## src/rtl/jtl_pkg.sv

```systemverilog
package jtl_pkg;

  localparam int unsigned ValueWidthDefault = 64;

  // Token kinds carried on the result channel.
  typedef enum logic [3:0] {
    KIND_OBJ_OPEN  = 4'd0,
    KIND_OBJ_CLOSE = 4'd1,
    KIND_ARR_OPEN  = 4'd2,
    KIND_ARR_CLOSE = 4'd3,
    KIND_COMMA     = 4'd4,
    KIND_COLON     = 4'd5,
    KIND_STR_CHAR  = 4'd6,
    KIND_STR_END   = 4'd7,
    KIND_INTEGER   = 4'd8,
    KIND_REAL      = 4'd9,
    KIND_NULL      = 4'd10,
    KIND_BOOL      = 4'd11,
    KIND_INVALID   = 4'd12,
    KIND_END       = 4'd13,
    KIND_UNTERM    = 4'd14
  } kind_e;

  typedef enum logic [7:0] {
    MODE_IDLE   = 8'b0000_0001,
    MODE_STR    = 8'b0000_0010,
    MODE_ESC    = 8'b0000_0100,
    MODE_NUM    = 8'b0000_1000,
    MODE_WORD   = 8'b0001_0000,
    MODE_CMT    = 8'b0010_0000,
    MODE_SLASH  = 8'b0100_0000,
    MODE_BADCMT = 8'b1000_0000
  } mode_e;

  // Prefix state of a number token.
  localparam logic [1:0] HexNone   = 2'd0;
  localparam logic [1:0] HexZero   = 2'd1;
  localparam logic [1:0] HexActive = 2'd2;
  localparam logic [1:0] HexNoPfx  = 2'd3;

  localparam logic [7:0] CharEscape = 8'h1b;

  localparam logic [39:0] WordNull  = 40'h00_6E_75_6C_6C;
  localparam logic [39:0] WordTrue  = 40'h00_74_72_75_65;
  localparam logic [39:0] WordFalse = 40'h66_61_6C_73_65;

  localparam int unsigned QueueDepth = 3;

endpackage

```

## src/rtl/jtl_in_if.sv

```systemverilog
interface jtl_in_if;
  logic       valid;
  logic       ready;
  logic [7:0] char_in;
  logic       end_of_text;

  modport source (output valid, output char_in, output end_of_text, input ready);
  modport sink (input valid, input char_in, input end_of_text, output ready);
endinterface

```

## src/rtl/jtl_out_if.sv

```systemverilog
interface jtl_out_if #(
  parameter int unsigned VALUE_WIDTH = jtl_pkg::ValueWidthDefault
);
  logic                   valid;
  logic                   ready;
  jtl_pkg::kind_e         kind;
  logic [VALUE_WIDTH-1:0] value;
  logic                   negative;
  logic                   last;

  modport source (output valid, output kind, output value, output negative, output last,
                  input ready);
  modport sink (input valid, input kind, input value, input negative, input last,
                output ready);
endinterface

```

## src/rtl/json_token_lexer_core.sv

```systemverilog
// JSON lexer that takes one byte per item and returns tokens: structural
// characters, decoded string characters with an end marker, integers of
// VALUE_WIDTH bits (real numbers reported without a value), null, true and
// false. An item gives zero, one or two results; the second one appears when
// a number or word is closed by a structural character, or when end of text
// closes a number, a word or an unfinished slash comment. Each accepted item
// is decoded in the cycle it is accepted and its results enter a three-entry
// result queue whose head drives the output. An item is accepted whenever the
// queue holds at most one result, so items that each give at most one result
// run at one item per cycle while the output is ready; a two-result item makes
// the next wait for a pop. There is no path from out_o.ready to in_i.ready.
module json_token_lexer_core #(
  parameter int unsigned VALUE_WIDTH = jtl_pkg::ValueWidthDefault
) (
  input  logic                clk_i,
  input  logic                rst_ni,
  jtl_in_if.sink              in_i,
  jtl_out_if.source           out_o
);

  localparam int unsigned AccW = VALUE_WIDTH + 4;

  typedef struct packed {
    jtl_pkg::kind_e         kind;
    logic [VALUE_WIDTH-1:0] value;
    logic                   negative;
    logic                   last;
  } res_t;

  // Lexer state.
  jtl_pkg::mode_e         mode_q, mode_d;
  logic [VALUE_WIDTH-1:0] acc_q, acc_d;
  logic                   real_q, real_d;
  logic                   neg_q, neg_d;
  logic                   dig_q, dig_d;
  logic                   ovf_q, ovf_d;
  logic                   stop_q, stop_d;
  logic [39:0]            wbuf_q, wbuf_d;
  logic [2:0]             wlen_q, wlen_d;
  logic [1:0]             hpc_q, hpc_d;

  // Result queue, head at entry 0.
  res_t       q_q [jtl_pkg::QueueDepth];
  res_t       q_d [jtl_pkg::QueueDepth];
  res_t       q_base [jtl_pkg::QueueDepth];
  logic [1:0] count_q, count_d;
  logic [1:0] cnt_pop;

  logic in_acc, pop, out_valid;

  logic [7:0]     c;
  logic           eot;
  logic           is_space, is_struct, is_line_end, is_digit, is_letter;
  jtl_pkg::kind_e s_kind;

  logic [1:0]   hpc_eff;
  logic         hex;
  logic         digit_ok;
  logic [3:0]   dval;
  logic [AccW-1:0] acc_ext, prod, sum, lim;

  res_t       num_res, word_res, s_res, r0, r1;
  logic [1:0] n_res;

  assign in_acc    = in_i.valid && in_i.ready;
  assign in_i.ready = (count_q < 2'd2);
  assign out_valid = (count_q != 2'd0);
  assign pop       = out_valid && out_o.ready;

  assign out_o.valid    = out_valid;
  assign out_o.kind     = q_q[0].kind;
  assign out_o.value    = q_q[0].value;
  assign out_o.negative = q_q[0].negative;
  assign out_o.last     = q_q[0].last;

  assign c   = in_i.char_in;
  assign eot = in_i.end_of_text;

  // Character classes.
  always_comb begin
    is_struct = 1'b1;
    s_kind    = jtl_pkg::KIND_OBJ_OPEN;
    case (c)
      "{": s_kind = jtl_pkg::KIND_OBJ_OPEN;
      "}": s_kind = jtl_pkg::KIND_OBJ_CLOSE;
      "[": s_kind = jtl_pkg::KIND_ARR_OPEN;
      "]": s_kind = jtl_pkg::KIND_ARR_CLOSE;
      ",": s_kind = jtl_pkg::KIND_COMMA;
      ":": s_kind = jtl_pkg::KIND_COLON;
      default: is_struct = 1'b0;
    endcase
  end

  assign is_line_end = (c == 8'h0a) || (c == 8'h0d) || (c == 8'h0b) || (c == 8'h0c);
  assign is_space    = is_line_end || (c == " ") || (c == 8'h09);
  assign is_digit    = (c >= "0") && (c <= "9");
  assign is_letter   = ((c >= "a") && (c <= "z")) || ((c >= "A") && (c <= "Z"));

  // Digit decode and overflow check for the number accumulator.
  always_comb begin
    hpc_eff = (hpc_q == jtl_pkg::HexZero) ? jtl_pkg::HexNoPfx : hpc_q;
    hex     = (hpc_eff == jtl_pkg::HexActive);
    digit_ok = 1'b1;
    dval     = 4'd0;
    if (is_digit) begin
      dval = 4'(c - "0");
    end else if (hex && (c >= "a") && (c <= "f")) begin
      dval = 4'(c - "a" + 8'd10);
    end else if (hex && (c >= "A") && (c <= "F")) begin
      dval = 4'(c - "A" + 8'd10);
    end else begin
      digit_ok = 1'b0;
    end
    acc_ext = {4'b0000, acc_q};
    prod    = hex ? (acc_ext << 4) : ((acc_ext << 3) + (acc_ext << 1));
    sum     = prod + {{(AccW-4){1'b0}}, dval};
    // Negative tokens may reach a magnitude of 2^(VALUE_WIDTH-1).
    lim     = neg_q ? ({{(AccW-1){1'b0}}, 1'b1} << (VALUE_WIDTH-1))
                    : {4'b0000, {VALUE_WIDTH{1'b1}}};
  end

  // Tokens that close a number or a word.
  always_comb begin
    num_res = '{kind: jtl_pkg::KIND_INVALID, value: '0, negative: 1'b0, last: 1'b0};
    if (real_q) begin
      num_res.kind = jtl_pkg::KIND_REAL;
    end else if (dig_q && !ovf_q) begin
      num_res.kind     = jtl_pkg::KIND_INTEGER;
      num_res.negative = neg_q;
      num_res.value    = neg_q ? (~acc_q + 1'b1) : acc_q;
    end

    word_res = '{kind: jtl_pkg::KIND_INVALID, value: '0, negative: 1'b0, last: 1'b0};
    if (wlen_q == 3'd4 && wbuf_q == jtl_pkg::WordNull) begin
      word_res.kind = jtl_pkg::KIND_NULL;
    end else if (wlen_q == 3'd4 && wbuf_q == jtl_pkg::WordTrue) begin
      word_res.kind  = jtl_pkg::KIND_BOOL;
      word_res.value = VALUE_WIDTH'(1);
    end else if (wlen_q == 3'd5 && wbuf_q == jtl_pkg::WordFalse) begin
      word_res.kind = jtl_pkg::KIND_BOOL;
    end

    s_res = '{kind: s_kind, value: '0, negative: 1'b0, last: 1'b0};
  end

  // Per-item lexer step.
  always_comb begin
    mode_d = mode_q;
    acc_d  = acc_q;
    real_d = real_q;
    neg_d  = neg_q;
    dig_d  = dig_q;
    ovf_d  = ovf_q;
    stop_d = stop_q;
    wbuf_d = wbuf_q;
    wlen_d = wlen_q;
    hpc_d  = hpc_q;
    n_res  = 2'd0;
    r0 = '{kind: jtl_pkg::KIND_END, value: '0, negative: 1'b0, last: 1'b0};
    r1 = '{kind: jtl_pkg::KIND_END, value: '0, negative: 1'b0, last: 1'b0};

    if (in_acc && eot) begin
      unique case (mode_q)
        jtl_pkg::MODE_STR, jtl_pkg::MODE_ESC: begin
          r0.kind = jtl_pkg::KIND_UNTERM;
          n_res   = 2'd1;
        end
        jtl_pkg::MODE_NUM: begin
          r0    = num_res;
          n_res = 2'd2;
        end
        jtl_pkg::MODE_WORD: begin
          r0    = word_res;
          n_res = 2'd2;
        end
        jtl_pkg::MODE_SLASH, jtl_pkg::MODE_BADCMT: begin
          r0.kind = jtl_pkg::KIND_INVALID;
          n_res   = 2'd2;
        end
        default: n_res = 2'd1;
      endcase
      mode_d = jtl_pkg::MODE_IDLE;
      acc_d  = '0;
      real_d = 1'b0;
      neg_d  = 1'b0;
      dig_d  = 1'b0;
      ovf_d  = 1'b0;
      stop_d = 1'b0;
      wbuf_d = '0;
      wlen_d = 3'd0;
      hpc_d  = jtl_pkg::HexNone;
    end else if (in_acc) begin
      unique case (mode_q)
        jtl_pkg::MODE_STR: begin
          if (c == "\\") begin
            mode_d = jtl_pkg::MODE_ESC;
          end else if (c == "\"") begin
            r0.kind = jtl_pkg::KIND_STR_END;
            n_res   = 2'd1;
            mode_d  = jtl_pkg::MODE_IDLE;
          end else begin
            r0.kind  = jtl_pkg::KIND_STR_CHAR;
            r0.value = VALUE_WIDTH'(c);
            n_res    = 2'd1;
          end
        end
        jtl_pkg::MODE_ESC: begin
          r0.kind = jtl_pkg::KIND_STR_CHAR;
          case (c)
            "a":     r0.value = VALUE_WIDTH'(8'd7);
            "b":     r0.value = VALUE_WIDTH'(8'd8);
            "t":     r0.value = VALUE_WIDTH'(8'd9);
            "n":     r0.value = VALUE_WIDTH'(8'd10);
            "r":     r0.value = VALUE_WIDTH'(8'd13);
            "v":     r0.value = VALUE_WIDTH'(8'd11);
            "f":     r0.value = VALUE_WIDTH'(8'd12);
            "e":     r0.value = VALUE_WIDTH'(jtl_pkg::CharEscape);
            default: r0.value = VALUE_WIDTH'(c);
          endcase
          n_res  = 2'd1;
          mode_d = jtl_pkg::MODE_STR;
        end
        jtl_pkg::MODE_NUM: begin
          if (is_struct || is_space) begin
            r0     = num_res;
            r1     = s_res;
            n_res  = is_struct ? 2'd2 : 2'd1;
            mode_d = jtl_pkg::MODE_IDLE;
          end else begin
            if (c == "." || c == "e" || c == "E") begin
              real_d = 1'b1;
            end
            if (hpc_q == jtl_pkg::HexZero && (c == "x" || c == "X")) begin
              // The token opened with a 0x prefix; digits start after it.
              hpc_d = jtl_pkg::HexActive;
              acc_d = '0;
              dig_d = 1'b0;
            end else begin
              hpc_d = hpc_eff;
              if (!stop_q) begin
                if (digit_ok) begin
                  dig_d = 1'b1;
                  if (!ovf_q) begin
                    if (sum > lim) begin
                      ovf_d = 1'b1;
                    end else begin
                      acc_d = sum[VALUE_WIDTH-1:0];
                    end
                  end
                end else begin
                  stop_d = 1'b1;
                end
              end
            end
          end
        end
        jtl_pkg::MODE_WORD: begin
          if (is_struct || is_space) begin
            r0     = word_res;
            r1     = s_res;
            n_res  = is_struct ? 2'd2 : 2'd1;
            mode_d = jtl_pkg::MODE_IDLE;
          end else begin
            if (wlen_q < 3'd5) begin
              wbuf_d = {wbuf_q[31:0], c};
            end
            if (wlen_q < 3'd6) begin
              wlen_d = wlen_q + 3'd1;
            end
          end
        end
        jtl_pkg::MODE_CMT: begin
          if (is_line_end) begin
            mode_d = jtl_pkg::MODE_IDLE;
          end
        end
        jtl_pkg::MODE_SLASH: begin
          if (c == "/") begin
            mode_d = jtl_pkg::MODE_CMT;
          end else if (is_line_end) begin
            r0.kind = jtl_pkg::KIND_INVALID;
            n_res   = 2'd1;
            mode_d  = jtl_pkg::MODE_IDLE;
          end else begin
            mode_d = jtl_pkg::MODE_BADCMT;
          end
        end
        jtl_pkg::MODE_BADCMT: begin
          if (is_line_end) begin
            r0.kind = jtl_pkg::KIND_INVALID;
            n_res   = 2'd1;
            mode_d  = jtl_pkg::MODE_IDLE;
          end
        end
        default: begin
          mode_d = jtl_pkg::MODE_IDLE;
          if (is_struct) begin
            r0    = s_res;
            n_res = 2'd1;
          end else if (is_space) begin
            mode_d = jtl_pkg::MODE_IDLE;
          end else if (c == "#") begin
            mode_d = jtl_pkg::MODE_CMT;
          end else if (c == "/") begin
            mode_d = jtl_pkg::MODE_SLASH;
          end else if (c == "\"") begin
            mode_d = jtl_pkg::MODE_STR;
          end else if (c == "-") begin
            mode_d = jtl_pkg::MODE_NUM;
            acc_d  = '0;
            real_d = 1'b0;
            neg_d  = 1'b1;
            dig_d  = 1'b0;
            ovf_d  = 1'b0;
            stop_d = 1'b0;
            hpc_d  = jtl_pkg::HexNoPfx;
          end else if (is_digit) begin
            mode_d = jtl_pkg::MODE_NUM;
            acc_d  = VALUE_WIDTH'(dval);
            real_d = 1'b0;
            neg_d  = 1'b0;
            dig_d  = 1'b1;
            ovf_d  = 1'b0;
            stop_d = 1'b0;
            hpc_d  = (c == "0") ? jtl_pkg::HexZero : jtl_pkg::HexNoPfx;
          end else if (is_letter) begin
            mode_d = jtl_pkg::MODE_WORD;
            wbuf_d = {32'h0, c};
            wlen_d = 3'd1;
          end else begin
            r0.kind = jtl_pkg::KIND_INVALID;
            n_res   = 2'd1;
          end
        end
      endcase
    end

    r0.last = (n_res == 2'd1);
    r1.last = 1'b1;
  end

  // Result queue: pop shifts toward the head, new results land behind.
  always_comb begin
    cnt_pop   = count_q - {1'b0, pop};
    q_base[0] = pop ? q_q[1] : q_q[0];
    q_base[1] = pop ? q_q[2] : q_q[1];
    q_base[2] = q_q[2];
    for (int i = 0; i < jtl_pkg::QueueDepth; i++) begin
      q_d[i] = q_base[i];
      if (n_res != 2'd0 && cnt_pop == 2'(i)) begin
        q_d[i] = r0;
      end
      if (n_res == 2'd2 && (cnt_pop + 2'd1) == 2'(i)) begin
        q_d[i] = r1;
      end
    end
    count_d = cnt_pop + n_res;
  end

  always_ff @(posedge clk_i or negedge rst_ni) begin
    if (!rst_ni) begin
      mode_q  <= jtl_pkg::MODE_IDLE;
      acc_q   <= '0;
      real_q  <= 1'b0;
      neg_q   <= 1'b0;
      dig_q   <= 1'b0;
      ovf_q   <= 1'b0;
      stop_q  <= 1'b0;
      wbuf_q  <= '0;
      wlen_q  <= 3'd0;
      hpc_q   <= jtl_pkg::HexNone;
      count_q <= 2'd0;
    end else begin
      mode_q  <= mode_d;
      acc_q   <= acc_d;
      real_q  <= real_d;
      neg_q   <= neg_d;
      dig_q   <= dig_d;
      ovf_q   <= ovf_d;
      stop_q  <= stop_d;
      wbuf_q  <= wbuf_d;
      wlen_q  <= wlen_d;
      hpc_q   <= hpc_d;
      count_q <= count_d;
    end
  end

  always_ff @(posedge clk_i) begin
    for (int i = 0; i < jtl_pkg::QueueDepth; i++) begin
      q_q[i] <= q_d[i];
    end
  end

  // An end-of-text item always produces a result and leaves the lexer idle.
  a_eot_idle: assert property (@(posedge clk_i) disable iff (!rst_ni)
    in_acc && in_i.end_of_text |=> mode_q == jtl_pkg::MODE_IDLE && count_q != 2'd0)
    else $error("end of text did not return the lexer to idle with a result");

  // A result not marked last always has its partner queued behind it.
  a_last_pair: assert property (@(posedge clk_i) disable iff (!rst_ni)
    out_valid && !q_q[0].last |-> count_q >= 2'd2)
    else $error("result without last has no following result queued");

  // Inside a number the prefix state is always known.
  a_num_prefix: assert property (@(posedge clk_i) disable iff (!rst_ni)
    mode_q == jtl_pkg::MODE_NUM |-> hpc_q != jtl_pkg::HexNone)
    else $error("number mode with no prefix state");

  // The word length never passes its saturation value.
  a_word_len: assert property (@(posedge clk_i) disable iff (!rst_ni)
    mode_q == jtl_pkg::MODE_WORD |-> wlen_q != 3'd0 && wlen_q != 3'd7)
    else $error("word length out of range in word mode");

endmodule

```

## src/flat_wrapper.sv

```systemverilog
// flat-port wrapper written by rule: the top's interface ports become plain ports
module json_token_lexer_core_flat 
#(
  parameter int unsigned VALUE_WIDTH = jtl_pkg::ValueWidthDefault
)
  (clk_i, rst_ni, in_i_valid, in_i_char_in, in_i_end_of_text, in_i_ready, out_o_valid, out_o_kind, out_o_value, out_o_negative, out_o_last, out_o_ready);
  jtl_in_if in_i_i ();
  jtl_out_if #(.VALUE_WIDTH(VALUE_WIDTH)) out_o_i ();
  input  logic clk_i;
  input  logic rst_ni;
  input wire logic [$bits(in_i_i.valid)-1:0] in_i_valid;
  input wire logic [$bits(in_i_i.char_in)-1:0] in_i_char_in;
  input wire logic [$bits(in_i_i.end_of_text)-1:0] in_i_end_of_text;
  output wire logic [$bits(in_i_i.ready)-1:0] in_i_ready;
  output wire logic [$bits(out_o_i.valid)-1:0] out_o_valid;
  output wire logic [$bits(out_o_i.kind)-1:0] out_o_kind;
  output wire logic [$bits(out_o_i.value)-1:0] out_o_value;
  output wire logic [$bits(out_o_i.negative)-1:0] out_o_negative;
  output wire logic [$bits(out_o_i.last)-1:0] out_o_last;
  input wire logic [$bits(out_o_i.ready)-1:0] out_o_ready;
  assign in_i_i.valid = in_i_valid;
  assign in_i_i.char_in = in_i_char_in;
  assign in_i_i.end_of_text = in_i_end_of_text;
  assign in_i_ready = in_i_i.ready;
  assign out_o_valid = out_o_i.valid;
  assign out_o_kind = out_o_i.kind;
  assign out_o_value = out_o_i.value;
  assign out_o_negative = out_o_i.negative;
  assign out_o_last = out_o_i.last;
  assign out_o_i.ready = out_o_ready;
  json_token_lexer_core #(.VALUE_WIDTH(VALUE_WIDTH)) u_core (.clk_i(clk_i), .rst_ni(rst_ni), .in_i(in_i_i), .out_o(out_o_i));
endmodule
```

## config.mk

```make
export PLATFORM = sky130hd
export DESIGN_NAME = json_token_lexer_core_flat
export DESIGN_NICKNAME = d
export VERILOG_FILES = /design/src/rtl/jtl_pkg.sv /design/src/rtl/jtl_in_if.sv /design/src/rtl/jtl_out_if.sv /design/src/rtl/json_token_lexer_core.sv /design/src/flat_wrapper.sv
export SDC_FILE = /design/constraint.sdc
export NUM_CORES = 1
export LEC_CHECK = 0
export BUFFER_PORTS_ARGS = -buffer_cell sky130_fd_sc_hd__clkbuf_2
export CORE_UTILIZATION = 41
export CTS_CLUSTER_DIAMETER = 80
export DETAILED_ROUTE_END_ITERATION = 8
export GPL_TIMING_DRIVEN = 0
export PLACE_DENSITY = 0.57
export RECOVER_POWER = 100
export SKIP_CTS_REPAIR_TIMING = 1
export SLEW_MARGIN = 20
export SYNTH_ARGS = -nofsm -noshare
export SYNTH_HDL_FRONTEND = slang
export SYNTH_SLANG_ARGS = --single-unit
```

## constraint.sdc

```tcl
create_clock -name clk_i -period 9.3 [get_ports clk_i]
set_input_delay 0.465 -clock clk_i [delete_from_list [all_inputs] [get_ports clk_i]]
set_output_delay 0.465 -clock clk_i [all_outputs]
set_load 0.1 [all_outputs]
```

==> out/results.tsv, run 1 <==
stage	metric	value	unit
grt	GRT met1 Usage	0.433	
power	Net Sw Frac	0.474	
yosys	number of flops mapped to enable cells by yosys	12	
grt	Top Usage Layer GRT	met2	
final_layout	Layout Nets	3508	
routing	via density per instance	6.18	
routing	TritonRoute pass-1 iters	5	
yosys	Synth Flop Type	dfxtp_1	
routing	drt total wl	97500	um
grt	antenna violations before repair	0	
power	P_leak	11.5	nW
yosys	yosys warns	0	
power	Tot Pwr	0.00665	W
yosys	top cells by count, synth	nand2_1, nor2_1, a21oi_1	
yosys	syn avg cell area	7.90	um2
worst_setup_path	Critical Path Start Type	register	
power	P_int	0.00349	W
power	pwr dens	235	nW/um2
clock_network	total CTS buffers	40	
place	hpwl dp	78300	um
final_layout	Finished Layout Cells	4223	
yosys	Area contributors post-synth	dfxtp_1, dfrtp_1, ha_1	
power	Reg power frac	0.292	
place	RD Place Congestion	0.979	
sta	slew margin rel.	-1.93	
min_path	Hold/Removal Path Class	primary input to register	
grt	vias in the first global route	25200	
worst_setup_path	Max Fanout on Critical Path	19	
place	port buffer count	82	
sta	setup total negative slack	0	ns
power	switching pwr	0.00315	W
floorplan	Starting Density	0.415	
sta	Highest Clock Rate	113	MHz
clock_network	htree depth	2	
sta	fin crit period	8.83	ns
power	worst vdd ir	0.128	mV
sta	WHS	0.302	ns
final_layout	final core occ	0.460	
worst_setup_path	CP arrival	9.27	ns
routing	wire length per cell	23.1	um
floorplan	die area	63300	um2
yosys	most common cell in the netlist	nand2_1	
grt	met2 Use GR	0.482	
grt	overall global routing resource usage	0.304	
grt	first-pass GRT wire length	151000	um
sta	fin crit share	0.949	
clock_network	clk buf depth	3	
grt	met3 usage	0.0328	
yosys	post-synth top area share	0.155	
final_layout	# fillers	6218	
sta	setup violators final	0	
sta	Final Hold Viols	0	
final_layout	number of diodes	0	
floorplan	FP Rows	91	
worst_setup_path	critical path's slowest cell	nor4_2	
sta	RSZ-0062 raised after global routing	false	
floorplan	Die H	252	um
sta	clk_skew	0.0136	ns
routing	Post-DRT Antenna Nets	0	
outcome	outcome	finished, violations left	
sta	Slew @ Worst Pin	4.40	ns
clock_network	CTS tree	yes	
clock_network	CTS root buffer	clkbuf_16	
routing	Post-route DRC	0	
worst_setup_path	Setup Crit Path Kind	register to register	
clock_network	clk slew on worst S/H paths	0.06	ns
grt	largest net degree at the start of global routing	80	
yosys	cell count after synthesis	3232	
clock_network	clk sink count	334	
floorplan	core box area	61600	um2
power	clock network power share	0.244	
floorplan	DIE WIDTH	252	um
yosys	sequential element share of the synthesized area	0.291	
worst_setup_path	CP Data Required Time	9.74	ns
floorplan	I/O pins	85	
yosys	#FFs+latches synth	334	
worst_setup_path	Worst Setup End Kind	register	
clock_network	Worst-Skew Late Latency	0.57	ns
yosys	area leader, netlist	dfxtp_1	
power	Gate power share	0.464	
yosys	Syn Nets	3386	
worst_setup_path	Worst R2R Setup Slack	0.47	ns
flow_run	max cap viols	2	
place	cell count after placement	4152	
yosys	Yosys cell types	115	
yosys	ys async rst share	0.371	
routing	via count	26100	
final_layout	P&R area growth vs syn	10.9	%
worst_setup_path	CP max stage delay	0.65	ns
outcome	violated checks	max-capacitance violations, max-slew violations	
grt	GRT overflow	0	
sta	Slew Viols, Final	127	
yosys	Post-Syn Area	25500	um2
final_layout	share of cells above drive strength 1	0.0540	
routing	First DRT Iteration DRCs	2157	
## critical path: cells and delay by family, from the launching register on
family / cells / cell delay [ns]
AOI/OAI and AO/OA: 8 / 1.48
xor gates and xnor gates: 1 / 0.18
adders and majority gates: 2 / 0.76
buffers and inverters: 10 / 2.30
DFF: 1 / 0.42
and+or+nand+nor: 15 / 3.50
## per-stage QoR
stage	cell area, um2	worst slack (ns)
finish	28300	0.471
global route	28300	0.00847
CTS	28400	-2.49
detailed placement	27000	-2.44
global placement	27000	-2.44
floorplan	25500	1.21
## state kept, by name, summed over array words and instances, names as in the netlist
signal	cells
u_core.hpc_q	2
u_core.wbuf_q	40
u_core.wlen_q	3
u_core.acc_q	64
u_core.dig_q	1
u_core.mode_q	8
u_core.neg_q	1
u_core.real_q	1
u_core.stop_q	1
u_core.ovf_q	1
u_core.count_q	2
u_core.q_q	210
## power by group through the flow
stage / Clock [W] / Combinational (W) / Sequential, W
floorplan: 0 / 0.00158 / 0.00263
global placement: 0 / 0.00304 / 0.00196
detailed placement: 0 / 0.00309 / 0.00197
CTS: 0.00165 / 0.00310 / 0.00194
global route: 0.00170 / 0.00330 / 0.00197
finish: 0.00162 / 0.00308 / 0.00194
## cell usage in the layout, fill, tap and decap left out, types with 87 or more instances in the layout
cell type  synthesis  routed
nand2_1          389     388
nor2_1           374     372
clkbuf_1         154     241
a21oi_1          202     202
dfxtp_1          198     198
o21ai_0          164     164
ha_1             139     139
nand3_1          130     130
dfrtp_1          123     122
a22o_1            93      93
o31ai_1           86      87
a211oi_1          88      87
## routing by layer
metal,up-vias,wire length (um)
li1,12400,-
met4,0,2700
met2,920,42800
met3,155,5960
met5,-,0
met1,12700,46100
## cell type report
cell class                 instances  area, um2  share of cell area
timing repair buffer              84        332              0.0117
inverter                          48        180             0.00636
clock buffer                      62       1220              0.0430
multi-input combinational       2633      17000               0.599
sequential                       334       7430               0.262
tap                              837       1050              0.0370
clock inverter                    12        129             0.00455
buffer                           213       1030              0.0363
## logic make-up after synthesis
| kind of cell | after synthesis | synth area share |
|---|---|---|
| XOR/XNOR | 143 | 0.0490 |
| adder cells (fa/ha/maj) | 141 | 0.0697 |
| multiplexers | 89 | 0.0351 |
| AO/OA/AOI/OAI | 977 | 0.268 |
| AND/OR/NAND/NOR | 1283 | 0.241 |
| buffers and inverters | 265 | 0.0466 |
| flip-flops | 334 | 0.291 |
## path summary, 6_finish.rpt
check / from / to / cells after the start
setup / recovery: u_core.hpc_q[0]$_DFFE_PN0P_ / u_core.acc_q[10]$_DFFE_PN0P_ / 36
hold / removal: in_i_char_in[7] / u_core.wbuf_q[7]$_DFFE_PN0P_ / 3
setup reg to reg: u_core.hpc_q[0]$_DFFE_PN0P_ / u_core.acc_q[10]$_DFFE_PN0P_ / 36
hold reg to reg: u_core.q_q[0][205]$_SDFFE_PP0P_ / u_core.q_q[0][135]$_SDFFE_PP0P_ / 2
max in group asynchronous: rst_ni / u_core.neg_q$_DFFE_PN0P_ / 3
min in group asynchronous: rst_ni / u_core.wbuf_q[5]$_DFFE_PN0P_ / 2
(Power assumes the default switching activity.)
==> run 2: changes to the inputs <==
ABC_AREA = 1   (was default)
PLACE_DENSITY = 0.56   (was 0.57)
==> run 2 against run 1 <==
Effect of this change:
- the run still ends with max-capacitance violations, max-slew violations left
- sequential power fell by 7%
- routed wire length rose by 19%
- cell count rose by 38%
- hold slack improved by 0.012 ns
- first-iteration DRC count rose by 20%
- power fell by 7.3%
- die area rose by 14%
- fmax rose by 1.4%
- clock power fell by 10%
- setup slack improved by 0.12 ns
- synthesized cell count rose by 46%
- sequential share of layout area fell by 2.9 points
==> out/results.tsv, run 2 <==
stage	metric	value	unit
worst_setup_path	Max Fanout on Critical Path	10	
yosys	top cells by count, synth	nand2_1, inv_1, nor2_1	
flow_run	max cap viols	2	
sta	clk_skew	0.0182	ns
place	port buffer count	83	
final_layout	multi-input combinational cell area	17900	um2
outcome	violated checks	max-capacitance violations, max-slew violations	
routing	via count	30900	
final_layout	commonest non-fill, non-tap cell in the layout	nand2_1	
power	pwr dens	194	nW/um2
grt	vias in the first global route	28500	
clock_network	Worst-Skew Late Latency	0.55	ns
routing	drt total wl	116000	um
sta	Slew Viols, Final	127	
yosys	Post-Syn Area	29200	um2
grt	overall global routing resource usage	0.317	
sta	RSZ-0062 raised after global routing	false	
yosys	most common cell in the netlist	nand2_1	
final_layout	share of cells above drive strength 1	0.0791	
yosys	yosys warns	0	
yosys	post-synth top area share	0.176	
yosys	area leader, netlist	nand2_1	
power	worst vdd ir	0.241	mV
worst_setup_path	Buf/Inv on CP	7	
worst_setup_path	Worst Setup End Kind	register	
sta	Slew @ Worst Pin	4.59	ns
sta	setup total negative slack	0	ns
place	RD Place Congestion	1.01	
yosys	number of flops mapped to enable cells by yosys	12	
clock_network	clk buf depth	3	
grt	largest net degree at the start of global routing	83	
yosys	syn avg cell area	6.18	um2
final_layout	P&R area growth vs syn	8.96	%
routing	via density per instance	5.32	
final_layout	most frequent cells in the layout	nand2_1, inv_1, nor2_1	
worst_setup_path	Setup Crit Path Kind	register to register	
yosys	#FFs+latches synth	334	
yosys	Area contributors post-synth	nand2_1, dfxtp_1, dfrtp_1	
sta	setup violators final	0	
clock_network	htree depth	2	
final_layout	# fillers	7763	
floorplan	core box area	70300	um2
final_layout	largest registers	u_core.q_q: 210 flops, u_core.acc_q: 64 flops, u_core.wbuf_q: 40 flops	
outcome	outcome	finished, violations left	
floorplan	Starting Density	0.415	
routing	Post-route DRC	0	
sta	slew margin rel.	-2.06	
yosys	ys async rst share	0.371	
yosys	sequential element share of the synthesized area	0.255	
grt	GRT overflow	0	
clock_network	clk slew on worst S/H paths	0.07	ns
floorplan	I/O pins	85	
place	hpwl dp	95700	um
final_layout	Most flops, register	u_core.q_q	
final_layout	register area	7430	um2
final_layout	max FFs per register	210	
power	P_leak	15.6	nW
floorplan	die area	72200	um2
routing	First DRT Iteration DRCs	2582	
clock_network	clk sink count	334	
worst_setup_path	CP max stage delay	0.67	ns
worst_setup_path	most used cell, CP	nand2_1	
grt	first-pass GRT wire length	173000	um
yosys	Yosys cell types	72	
routing	Post-DRT Antenna Nets	0	
grt	antenna violations before repair	0	
sta	Final Hold Viols	0	
sta	fin crit share	0.936	
yosys	Synth Flop Type	dfxtp_1	
final_layout	Layout Nets	4997	
worst_setup_path	critical path's slowest cell	nor4_1	
routing	TritonRoute pass-1 iters	6	
sta	Highest Clock Rate	115	MHz
worst_setup_path	Critical Path Start Type	register	
sta	fin crit period	8.71	ns
floorplan	DIE WIDTH	269	um
final_layout	final core occ	0.452	
floorplan	Die H	269	um
routing	wire length per cell	19.9	um
yosys	cell count after synthesis	4720	
clock_network	CTS root buffer	clkbuf_16	
floorplan	FP Rows	97	
yosys	Syn Nets	4874	
worst_setup_path	CP arrival	9.18	ns
clock_network	CTS tree	yes	
clock_network	total CTS buffers	35	
worst_setup_path	delay-heaviest family, CP	simple AND/OR/NAND/NOR gates	
final_layout	number of diodes	0	
worst_setup_path	CP Data Required Time	9.77	ns
min_path	Hold/Removal Path Class	primary input to register	
run 2: cell types whose count changed after synthesis, sizes merged, moves of 80 or more:
cell    before   now
nand2      389  1414
inv         48   767
nand3      130   354
nor2       374   549
o21ai      179   281
a211oi      89     4
mux2i       84     0
clkbuf     156    76
run 2: kinds of logic after synthesis:
logic type      after synthesis  share of synthesized area
compound gates              660                      0.135
buf+inv                     933                      0.130
simple gates               2568                      0.394
fa+ha+maj                   141                     0.0610
flops                       334                      0.255
xor+xnor                     84                     0.0252
run 2: cell type report:
| class | instances | area share |
|---|---|---|
| multi-input cells | 3453 | 0.564 |
| flip-flops and latches | 334 | 0.234 |
| repair buffers | 86 | 0.0115 |
| clock inverters | 12 | 0.00346 |
| plain buffers | 163 | 0.0261 |
| inverters | 770 | 0.0910 |
| clock buffers | 52 | 0.0334 |
| well taps | 940 | 0.0370 |
run 2: per-layer routing:
| layer | up-vias | track usage | share of wire |
|---|---|---|---|
| met4 | 0 | 0.0986 | 0.032 |
| met3 | 164 | 0.0233 | 0.058 |
| met1 | 14300 | 0.436 | 0.45 |
| met5 | - | 0 | 0 |
| li1 | 15400 | - | - |
| met2 | 1010 | 0.527 | 0.46 |
run 2: worst paths after layout:
path,slack [ns],cells after the start,endpoint,start
setup / recovery,0.59,46,u_core.acc_q[56]$_DFFE_PN0P_,u_core.hpc_q[1]$_DFFE_PN0P_
hold / removal,0.31,3,u_core.wbuf_q[6]$_DFFE_PN0P_,in_i_char_in[6]
setup reg to reg,0.59,46,u_core.acc_q[56]$_DFFE_PN0P_,u_core.hpc_q[1]$_DFFE_PN0P_
hold reg to reg,0.46,2,u_core.q_q[0][170]$_SDFFE_PP0P_,u_core.q_q[0][170]$_SDFFE_PP0P_
max in group asynchronous,2.09,3,u_core.neg_q$_DFFE_PN0P_,rst_ni
min in group asynchronous,1.21,2,u_core.wbuf_q[31]$_DFFE_PN0P_,rst_ni
run 2: where the power goes:
group,switching (W),internal (W)
registers,0.000133,0.00167
clock network,0.000624,0.000827
logic,0.00220,0.000710
run 2: stage by stage:
stage / cell area (um2) / hold WS (ns) / cells / total power, W / worst slack, ns
2_1_floorplan: 29200 / 0.169 / 4720 / 0.00388 / 3.31
3_3_place_gp: 30800 / 0.440 / 5743 / 0.00470 / 0.514
3_5_place_dp: 30800 / 0.437 / 5745 / 0.00474 / 0.543
4_1_cts: 32000 / -0.145 / 5809 / 0.00619 / 0.664
5_1_grt: 31800 / 0.319 / 5810 / 0.00653 / 0.0971
6_report: 31800 / 0.314 / 5810 / 0.00616 / 0.591
run 2: worst register-to-register path: cells and delay by family, from the launching register on:
family / cells / cell delay, ns
AO/OA/AOI/OAI: 2 / 0.34
XOR/XNOR: 1 / 0.54
adder cells (fa/ha/maj): 3 / 0.84
buffers and inverters: 7 / 1.41
flip-flops: 1 / 0.47
AND/OR/NAND/NOR: 33 / 5.04
